==> src/wsts_pkg.sv <==
// Shared types and constants for the weighted sum tree sampler.
package wsts_pkg;

   localparam int IDX_BITS      = 10;
   localparam int WEIGHT_BITS   = 32;
   localparam int SUM_BITS      = 42;
   localparam int FRAC_IN_BITS  = 16;
   localparam int HALF_BITS     = SUM_BITS / 2;
   localparam int PROD_HALF_W   = FRAC_IN_BITS + HALF_BITS;
   localparam int PROD_W        = FRAC_IN_BITS + SUM_BITS;
   localparam int WORD_W        = WEIGHT_BITS + SUM_BITS;

   localparam logic [SUM_BITS-1:0] SUM_MAX = '1;

   localparam logic [1:0] OP_SET    = 2'd0;
   localparam logic [1:0] OP_SAMPLE = 2'd1;
   localparam logic [1:0] OP_READ   = 2'd2;

   localparam logic [1:0] ERR_NONE  = 2'd0;
   localparam logic [1:0] ERR_EMPTY = 2'd1;
   localparam logic [1:0] ERR_RANGE = 2'd2;

   typedef struct packed {
      logic [1:0]              operation;
      logic                    weight_set;
      logic [IDX_BITS-1:0]     node_index;
      logic [WEIGHT_BITS-1:0]  new_weight;
      logic [FRAC_IN_BITS-1:0] cutoff_fraction;
   } req_type;

   typedef struct packed {
      logic [IDX_BITS-1:0]    chosen_node;
      logic [WEIGHT_BITS-1:0] node_weight;
      logic [SUM_BITS-1:0]    total_weight;
      logic [1:0]             error;
   } rsp_type;

   typedef enum logic [3:0] {
      STEP_NONE    = 4'd0,
      STEP_FETCH   = 4'd1,
      STEP_READ    = 4'd2,
      STEP_SMP_CHK = 4'd3,
      STEP_MUL_LO  = 4'd4,
      STEP_MUL_HI  = 4'd5,
      STEP_MUL_SUM = 4'd6,
      STEP_CUT     = 4'd7,
      STEP_UPD_B   = 4'd8,
      STEP_UPD_C   = 4'd9,
      STEP_DSC_RD  = 4'd10,
      STEP_DSC_B   = 4'd11,
      STEP_DSC_C   = 4'd12
   } step_type;

   typedef struct packed {
      logic     load;
      logic     clear;
      logic     rsp_load;
      step_type step;
   } cmd_type;

   typedef struct packed {
      logic sample;
      logic set_ok;
      logic root_zero;
      logic at_root;
      logic dsc_stop;
      logic clr_last;
   } status_type;

endpackage

==> src/wsts_ctrl.sv <==
// Controller: sequences clearing, update walk, cutoff multiply and descent.
module wsts_ctrl (
   input  logic                 clock,
   input  logic                 reset,
   input  logic                 req_valid,
   output logic                 req_ready,
   output logic                 rsp_valid,
   input  logic                 rsp_ready,
   input  wsts_pkg::status_type status,
   output wsts_pkg::cmd_type    cmd
);

   typedef enum logic [14:0] {
      ST_CLEAR   = 15'b000000000000001,
      ST_IDLE    = 15'b000000000000010,
      ST_FETCH   = 15'b000000000000100,
      ST_READ    = 15'b000000000001000,
      ST_SMP_CHK = 15'b000000000010000,
      ST_MUL_LO  = 15'b000000000100000,
      ST_MUL_HI  = 15'b000000001000000,
      ST_MUL_SUM = 15'b000000010000000,
      ST_CUT     = 15'b000000100000000,
      ST_UPD_B   = 15'b000001000000000,
      ST_UPD_C   = 15'b000010000000000,
      ST_DSC_RD  = 15'b000100000000000,
      ST_DSC_B   = 15'b001000000000000,
      ST_DSC_C   = 15'b010000000000000,
      ST_DONE    = 15'b100000000000000
   } state_type;

   state_type state_ff, state_in;
   logic      rsp_valid_ff, rsp_valid_in;

   always_comb begin
      state_in  = state_ff;
      req_ready = 1'b0;
      cmd.load     = 1'b0;
      cmd.clear    = 1'b0;
      cmd.rsp_load = 1'b0;
      cmd.step     = wsts_pkg::STEP_NONE;
      case (state_ff)
         ST_CLEAR: begin
            cmd.clear = 1'b1;
            if (status.clr_last) begin
               state_in = ST_IDLE;
            end
         end
         ST_IDLE: begin
            req_ready = 1'b1;
            if (req_valid) begin
               cmd.load = 1'b1;
               state_in = ST_FETCH;
            end
         end
         ST_FETCH: begin
            cmd.step = wsts_pkg::STEP_FETCH;
            if (status.sample) begin
               state_in = ST_SMP_CHK;
            end else if (status.set_ok) begin
               state_in = ST_UPD_B;
            end else begin
               state_in = ST_READ;
            end
         end
         ST_READ: begin
            cmd.step = wsts_pkg::STEP_READ;
            state_in = ST_DONE;
         end
         ST_SMP_CHK: begin
            cmd.step = wsts_pkg::STEP_SMP_CHK;
            state_in = status.root_zero ? ST_DONE : ST_MUL_LO;
         end
         ST_MUL_LO: begin
            cmd.step = wsts_pkg::STEP_MUL_LO;
            state_in = ST_MUL_HI;
         end
         ST_MUL_HI: begin
            cmd.step = wsts_pkg::STEP_MUL_HI;
            state_in = ST_MUL_SUM;
         end
         ST_MUL_SUM: begin
            cmd.step = wsts_pkg::STEP_MUL_SUM;
            state_in = ST_CUT;
         end
         ST_CUT: begin
            cmd.step = wsts_pkg::STEP_CUT;
            state_in = ST_DSC_B;
         end
         ST_UPD_B: begin
            cmd.step = wsts_pkg::STEP_UPD_B;
            state_in = ST_UPD_C;
         end
         ST_UPD_C: begin
            cmd.step = wsts_pkg::STEP_UPD_C;
            state_in = status.at_root ? ST_DONE : ST_UPD_B;
         end
         ST_DSC_RD: begin
            cmd.step = wsts_pkg::STEP_DSC_RD;
            state_in = ST_DSC_B;
         end
         ST_DSC_B: begin
            cmd.step = wsts_pkg::STEP_DSC_B;
            state_in = ST_DSC_C;
         end
         ST_DSC_C: begin
            cmd.step = wsts_pkg::STEP_DSC_C;
            state_in = status.dsc_stop ? ST_DONE : ST_DSC_RD;
         end
         ST_DONE: begin
            if (!rsp_valid_ff || rsp_ready) begin
               cmd.rsp_load = 1'b1;
               state_in     = ST_IDLE;
            end
         end
         default: begin
            state_in = ST_CLEAR;
         end
      endcase
   end

   assign rsp_valid_in = cmd.rsp_load ? 1'b1 : (rsp_ready ? 1'b0 : rsp_valid_ff);

   always_ff @(posedge clock) begin
      if (reset) begin
         state_ff     <= ST_CLEAR;
         rsp_valid_ff <= 1'b0;
      end else begin
         state_ff     <= state_in;
         rsp_valid_ff <= rsp_valid_in;
      end
   end

   assign rsp_valid = rsp_valid_ff;

   a_accept_fetch: assert property (@(posedge clock) disable iff (reset)
      req_valid && req_ready |=> state_ff == ST_FETCH)
      else $error("accepted word did not start a fetch");

   a_no_overwrite: assert property (@(posedge clock) disable iff (reset)
      cmd.rsp_load |-> (!rsp_valid_ff || rsp_ready))
      else $error("result register overwritten while held");

   a_clear_blocks: assert property (@(posedge clock) disable iff (reset)
      state_ff == ST_CLEAR |-> !req_ready && !cmd.load)
      else $error("request taken during clearing pass");

endmodule
==> config.mk <==
export PLATFORM = sky130hd
export DESIGN_NAME = wsts_ctrl
export DESIGN_NICKNAME = d
export VERILOG_FILES = /design/src/wsts_pkg.sv /design/src/wsts_ctrl.sv
export SDC_FILE = /design/constraint.sdc
export NUM_CORES = 1
export LEC_CHECK = 0
export ABC_AREA = 1
export ABC_CLOCK_PERIOD_IN_PS = 1900
export BUFFER_PORTS_ARGS = -buffer_cell sky130_fd_sc_hd__buf_2
export CORE_ASPECT_RATIO = 1.4
export CORE_UTILIZATION = 30
export CTS_BUF_LIST = sky130_fd_sc_hd__clkbuf_8
export CTS_CLUSTER_DIAMETER = 60
export CTS_CLUSTER_SIZE = 20
export DETAILED_ROUTE_END_ITERATION = 16
export PLACE_DENSITY = 0.5
export SLEW_MARGIN = 20
export SYNTH_ARGS = -nofsm -noshare
export SYNTH_HDL_FRONTEND = slang
export SYNTH_SLANG_ARGS = --single-unit
==> constraint.sdc <==
create_clock -name clock -period 1.9 [get_ports clock]
set_input_delay 0.285 -clock clock [delete_from_list [all_inputs] [get_ports clock]]
set_output_delay 0.285 -clock clock [all_outputs]
set_load 0.05 [all_outputs]
==> results of run 1 <==
## cells by family after synthesis
group / Yosys count / synth area share, %
buffers and inverters: 20 / 9.505
flip-flops: 16 / 32.45
AND/OR/NAND/NOR: 116 / 54.37
AO/OA/AOI/OAI: 7 / 3.675
## worst reg2reg max path, delay by kind of cell, from the launching register on
kind / cells / cell delay [ps]
DFF: 1 / 400
and+or+nand+nor: 10 / 870
buffers and inverters: 2 / 180
## worst max path at each step
stage	to	slack (ps)
3_3_place_gp	cmd[0]	140
3_5_place_dp	cmd[0]	140
6_report	cmd[1]	30
4_1_cts	cmd[0]	3
5_1_grt	cmd[1]	-50
2_1_floorplan	cmd[6]	120
## layout make-up
cell class | instances | area [um2]
Clock buffer | 3 | 41.29
Fill cell | 352 | 1802
Inverter | 16 | 60.06
Multi-Input combinational cell | 124 | 656.9
Sequential cell | 16 | 325.3
Tap cell | 39 | 48.80
Timing Repair Buffer | 28 | 188.9
## synthesized netlist by cell type
master,n
nor3b_1,1
nand3_1,12
nor3_1,2
nor2_2,10
inv_2,1
inv_1,15
nand2_4,2
buf_1,1
dfxtp_1,16
buf_4,1
nor2_1,42
nor4_1,2
nand2_2,7
o21ai_1,3
or2_1,1
a31oi_1,1
a21oi_1,2
o21ai_0,1
nand4_1,3
nand2_1,33
buf_6,2
nor2_4,1
## placed cells by master (no fill, tap or decap), drive strengths merged, types with 2 or more instances in the layout
cell type	n
nor4	2
buf	28
nand4	3
o21ai	4
nand3	12
nor2	54
dfxtp	16
clkbuf	3
nor3	2
inv	16
a21oi	2
nand2	42
## metal layers
metal  track usage, %  routed length (um)  vias up
li1                 -                   -      554
met1            17.85                1057      479
met2            26.96                1343       30
met3            2.832                 101        7
met4            8.333                  81        0
met5                0                   0        -
## flip-flops by register name (all words and copies together), names as in the netlist
register / flops
state_ff: 15
rsp_valid: 1
## per-stage QoR
stage	setup WS, ps	std cells
2_1_floorplan	119.1	159
3_3_place_gp	143.9	216
3_5_place_dp	138.4	216
4_1_cts	2.827	220
5_1_grt	-53.01	226
6_report	31.13	226
## power breakdown
| group | internal, mW | switching (mW) | total, mW | leakage (nW) |
|---|---|---|---|---|
| clock | 0.141 | 0.116 | 0.257 | 0.0216 |
| combinational | 0.115 | 0.242 | 0.357 | 0.487 |
| sequential | 0.352 | 0.0181 | 0.371 | 0.131 |
## repair_timing
item                       4_1_cts  5_1_grt
buffers inserted                 0        5
gates resized for setup         14       21
setup endpoints to repair        8        8
cloned                           1        1
pin swaps                        1       11
==> out/metrics.yaml, run 1 <==
status: "complete, no violations"
power_density_mw_per_mm2: 745.2
wl_um: 2583
cts-buffers-inserted: 3
leakagePower_nw: 0.6396
drt_iter0_drc: 33
crit_family: "simple AND/OR/NAND/NOR gates"
grt.total_usage_pct: 15.69
worst-path-max-fanout: 4
die-area_mm2: 0.003527
num_vias: 1070
placed_area_mm2: 0.001122
clockRootBuffer: "clkbuf_8"
final.setup_skew_ps: 2.947
syn_avg_cell_area_um2: 6.209
synth_area_um2: 987.2
setup_viol: 0
antenna_cells: 0
start_util_pct: 31.61
core_mm2: 0.003123
die_w_um: 50.48
maxCapViolCount: 0
rsz0062_at_grt: "yes"
r2r_slack_ps: 350
area_growth_pct: 33.84
drv_slew: 0
synth.top_cell.area_share_pct: 32.45
hold_depth: 2
antenna_found_initial: 0
htree_levels: 1
num_io_pins: 19
dp_hpwl_um: 1900
yosysSeqAreaShare_pct: 32.45
tns_ps: 0
cp-startpoint: "state_ff[14]"
drt_first_pass_iters: 4
cp_num_cells: 9
grt_pass1_wl_um: 4188
grt_max_degree: 13
finalHoldViolCount: 0
worstRegToRegCells: 12
synth_top_area_cell: "dfxtp_1"
tightest_slew_ps: 246.5
yosys_warnings: 0
crit_buf_inv: 3
drtAntennaViolNets: 0
drc: 0
post-route-util_pct: 42.31
overflow: 0
grt_pass1_vias: 955
finalPower_uw: 984.5
arrival_ps: 1580
fmax_mhz: 535.1
hold_slack_ps: 209.3
critical_path_class: "reg2out"
ys_ff_latch: 16
nets: 199
portBuffers: 18
routed_via_density: 4.735
min_period_ps: 1869
worstHoldStart: "status[1]"
peakVddDrop_uv: 436.0
place.gp.congestion: 0.9343
wire_per_inst_um: 11.43
ctsHoldBuffers: 0
synth_cell_types: 22
required_ps: 1620
rows: 24
cp-end-kind: "primary output"
clkTransAtPathRegs_ps: 60
die_h_um: 69.88
slowest_delay_ps: 330
clock_latency_ps: 250
cp-start-kind: "flop"
drive_above_1_share_pct: 36.36
hold_path_class: "in2reg"
r2r_end: "state_ff[1]"
r2r_start: "state_ff[8]"
relSlewSlack_pct: 83.42
fin_crit_sh_pct: 98.36
syn_inst: 159
cts_tree: "built"
postLayoutCellArea_mm2: 0.001321
hold_end: "state_ff[11]"
crit_slowest_cell: "dfxtp_1"
path_cells: "nor2_2 > nand2_2 > buf_4 > nor2_2 > nand2_2 > nand2_1 > inv_1 > nand4_1 > buf_6"
cts_sinks: 16
yosys-top-cells-area: "dfxtp_1 (32%), nor2_1 (16%), nand2_1 (13%)"
syn_nets: 169
clk_path_buf_depth: 2
Power figures use the tool's default switching activity.
==> run 2, diff against run 1 <==
- BUFFER_PORTS_ARGS: -buffer_cell sky130_fd_sc_hd__buf_2 -> -buffer_cell sky130_fd_sc_hd__buf_4
==> run 2 against run 1 <==
Against the previous run:
- worst setup slack better by 46 ps
- sequential power hardly changed
- critical endpoint unchanged
- sequential share of layout area fell by 0.59 points
- non-clock buffer count down 2
- register-to-register slack is essentially flat
- highest routed layer unchanged
- clock skew fell by 1.6 ps
- core utilization is 1.0 points higher
- largest cell class unchanged
- via count shrank 5.0%
- worst hold slack improved by 3.5 ps
==> out/metrics.yaml, run 2 (same netlist as run 1, synthesis figures left out) <==
area_growth_pct: 37.14
clkTransAtPathRegs_ps: 60
grt_max_degree: 11
place.gp.congestion: 0.8721
drive_above_1_share_pct: 34.59
die-area_mm2: 0.003527
antenna_cells: 0
worst-path-max-fanout: 5
placed_area_mm2: 0.001145
setup_viol: 0
wl_um: 2522
clk_path_buf_depth: 2
routed_via_density: 4.540
pre_cts_slack_ps: 155.9
cp-start-kind: "flop"
slowest_delay_ps: 340
fmax_mhz: 548.7
ctsHoldBuffers: 0
rsz0062_at_grt: "yes"
drt_iter0_drc: 36
post-route-util_pct: 43.35
hold_depth: 2
path_cells: "nor2_4 > nand2_4 > nor2_4 > buf_12 > nand2_2 > nand2_1 > inv_1 > nand4_1 > buf_6"
rows: 24
num_io_pins: 19
htree_levels: 1
nets: 196
grt_pass1_wl_um: 3946
path_common_cell: "nor2_4"
grt_pass1_vias: 962
r2r_end: "state_ff[1]"
clockRootBuffer: "clkbuf_8"
fin_crit_sh_pct: 95.93
portBuffers: 18
leakagePower_nw: 0.6484
arrival_ps: 1540
largest_register_ffs: 15
overflow: 0
tightest_slew_ps: 263.8
drv_slew: 0
power_density_mw_per_mm2: 805.3
die_h_um: 69.88
antenna_found_initial: 0
fin_ws_ps: 77.38
finalHoldViolCount: 0
grt.total_usage_pct: 14.77
cp-end-kind: "primary output"
num_vias: 1017
required_ps: 1620
maxCapViolCount: 0
hold_path_class: "in2reg"
critical_path_class: "reg2out"
start_util_pct: 31.61
dpl.cell_count: 213
r2r_slack_ps: 340
min_period_ps: 1823
peakVddDrop_uv: 456.9
drc: 0
layout_commonest_cell: "nor2_1"
dp_hpwl_um: 1915
finalNonFillerCells: 224
final.setup_skew_ps: 1.312
die_w_um: 50.48
cts_sinks: 16
worstHoldStart: "status[4]"
hold_slack_ps: 212.8
clock_latency_ps: 250
status: "complete, no violations"
wire_per_inst_um: 11.26
postLayoutCellArea_mm2: 0.001354
r2r_start: "state_ff[11]"
relSlewSlack_pct: 82.25
layout_common_cells: "nor2_1 (36), nand2_1 (30), buf_4 (18)"
cts-buffers-inserted: 3
tns_ps: 0
hold_end: "state_ff[3]"
worstRegToRegCells: 8
drt_first_pass_iters: 4
finalPower_mw: 1.090
crit_slowest_cell: "dfxtp_2"
top_register: "state_ff"
core_mm2: 0.003123
drtAntennaViolNets: 0
cts_tree: "built"
==> run 2: cell count changes in the layout (fill, tap and decap cells not counted) <==
cell,delta
nand2_1,+1
clkbuf_8,+1
buf_12,+1
buf_6,+4
nor2_4,-2
nand2_4,-1
buf_4,+6
buf_2,-13
nor2_1,+1
==> run 2: worst max path at each step <==
stage	start	to	slack [ps]	cells past startpoint
2_1_floorplan	state_ff[8]	cmd[6]	120	5
3_3_place_gp	state_ff[4]	cmd[2]	140	6
3_5_place_dp	state_ff[4]	cmd[2]	160	6
4_1_cts	state_ff[6]	cmd[2]	6	7
5_1_grt	state_ff[4]	cmd[1]	-9	9
6_report	state_ff[1]	cmd[1]	80	9
==> run 2: worst max-delay path: cells and delay by family, from the launching register on <==
kind                   cells  cell delay (ps)
DFF                        1              340
buffers and inverters      3              340
and+or+nand+nor            6              610
==> run 2: what timing repair did <==
action / in CTS / in global routing
setup endpoints to repair: 8 / 8
gates resized for setup: 10 / 18
pin swaps: 1 / 9
buffers inserted: 4 / 3
==> run 2: cell type report <==
| type | instances | area (um2) |
|---|---|---|
| sequential | 16 | 325.3 |
| timing repair buffer | 26 | 234.0 |
| clock buffer | 4 | 55.05 |
| tap | 39 | 48.80 |
| fill | 345 | 1769 |
| multi-input combinational | 123 | 630.6 |
| inverter | 16 | 60.06 |
==> run 2: report_power, final <==
group          switching [mW]  internal, mW
sequential             0.0176         0.352
clock                   0.115         0.184
combinational           0.251         0.170
==> run 2: routing by layer <==
layer / vias up / track usage (%) / wire length [um]
met4: 0 / 6.481 / 33
met5: - / 0 / 0
met3: 4 / 2.397 / 63
met1: 449 / 16.80 / 1130
met2: 16 / 26.22 / 1295
li1: 548 / - / -
==> run 3, diff against run 2 <==
- ABC_CLOCK_PERIOD_IN_PS: 1900 -> 2100
- clock period: 1.9 -> 2.1 ns (I/O delays scaled with it)
==> run 3 against run 2 <==
Against the previous run:
- sequential cell count did not move
- final cell count fell by 1.8%
- non-clock buffer count fell by 4
- clock power fell by 23%
- clock skew rose by 5.0 ps
- wire length fell by 5.2%
- sequential power fell by 11%
- power fell by 20%
- worst setup slack improved by 52 ps
==> out/metrics.yaml, run 3 (same netlist as run 1, synthesis figures left out) <==
status: "complete, no violations"
leakagePower_nw: 0.6045
place.gp.congestion: 0.8670
die-area_mm2: 0.003527
worstHoldStart: "status[1]"
worst-path-max-fanout: 8
power_density_mw_per_mm2: 697.7
drt_first_pass_iters: 4
hold_depth: 2
drt-met1-wl_um: 1041
wire_per_inst_um: 10.87
r2r_slack_ps: 470
met3_length_um: 93
fmax_mhz: 507.4
critical_path_class: "reg2out"
largest_register_ffs: 15
clock_latency_ps: 250
rsz0062_at_grt: "no"
routed_via_density: 4.650
r2r_end: "state_ff[1]"
required_ps: 1780
cp-end-kind: "primary output"
core_mm2: 0.003123
drtAntennaViolNets: 0
layout_common_cells: "nor2_1 (38), nand2_1 (31), buf_4 (21)"
drive_above_1_share_pct: 29.28
overflow: 0
grt_pass1_wl_um: 3967
peakVddDrop_uv: 390.3
num_vias: 1023
clockRootBuffer: "clkbuf_8"
worstRegToRegCells: 8
hold_path_class: "in2reg"
setup_viol: 0
start_util_pct: 31.61
antenna_found_initial: 0
layout_commonest_cell: "nor2_1"
cts-buffers-inserted: 3
die_h_um: 69.88
dp_hpwl_um: 1890
area_growth_pct: 25.98
ctsHoldBuffers: 0
grt.total_usage_pct: 14.79
postLayoutCellArea_mm2: 0.001244
tns_ps: 0
arrival_ps: 1660
wl_met2_um: 1215
cp-start-kind: "flop"
cts_tree: "built"
relSlewSlack_pct: 79.31
clkTransAtPathRegs_ps: 60
drc: 0
final.setup_skew_ps: 6.355
tightest_slew_ps: 307.5
drv_slew: 0
grt_pass1_vias: 979
fillers: 359
clk_path_buf_depth: 2
nets: 193
htree_levels: 1
min_period_ps: 1971
finalHoldViolCount: 0
num_io_pins: 19
hold_end: "state_ff[11]"
placed_area_mm2: 0.001137
die_w_um: 50.48
antenna_cells: 0
fin_crit_sh_pct: 93.86
cts_sinks: 16
rows: 24
r2r_start: "state_ff[8]"
highest-signal-layer: "met4"
top_register: "state_ff"
drt_iter0_drc: 24
grt_max_degree: 13
wl_um: 2392
maxCapViolCount: 0
portBuffers: 18
==> run 3: power by group <==
part,switching (mW),internal (mW)
logic,0.204,0.105
clock network,0.103,0.127
registers,0.0113,0.317
total,0.318,0.549
==> run 3: area by class of cell <==
cell class | count | area, um2 | share of cell area [%]
tap | 39 | 48.80 | 3.924
timing repair buffer | 22 | 168.9 | 13.58
sequential | 16 | 320.3 | 25.75
clock buffer | 3 | 41.29 | 3.320
multi-input combinational | 124 | 604.3 | 48.59
inverter | 16 | 60.06 | 4.829
==> run 3: critical path: stages (launching register included) <==
cell     delay [ps]
dfxtp_1         330
nor2_2          160
nand2_2         120
nor2_4          240
buf_4           160
o21ai_1          90
nand4_1         100
buf_4           200
==> run 3: repair_timing <==
item | in CTS | in global routing
setup endpoints to repair | 3 | 7
resized for setup | 1 | 8
gates cloned | 0 | 1
pin swaps | 0 | 2
buffers inserted | 0 | 4
==> run 3: how the worst max path moves through the flow <==
stage,startpoint,endpoint,slack (ps),cells past startpoint
2_1_floorplan,state_ff[8],cmd[6],290,5
3_3_place_gp,state_ff[8],cmd[0],280,8
3_5_place_dp,state_ff[8],cmd[0],220,8
4_1_cts,state_ff[5],cmd[2],50,6
5_1_grt,state_ff[6],cmd[3],10,7
6_report,state_ff[6],cmd[3],130,7
==> run 3: metal layers <==
layer	global-route usage (%)	vias to the layer above
met2	25.93	19
met1	16.87	456
met5	0	-
met3	2.614	5
met4	6.790	0
li1	-	543
==> run 3: through the flow <==
step	hold WS [ps]	setup slack (ps)	cells	util, %	total power, mW
2_1_floorplan	393.0	289.1	159	-	0.5743
3_3_place_gp	499.0	284.8	212	36.42	0.6326
3_5_place_dp	497.0	223.9	212	36.42	0.6319
4_1_cts	231.8	53.90	215	37.90	0.8604
5_1_grt	235.3	15.00	220	39.82	0.9202
6_report	230.6	129.0	220	39.82	0.8677
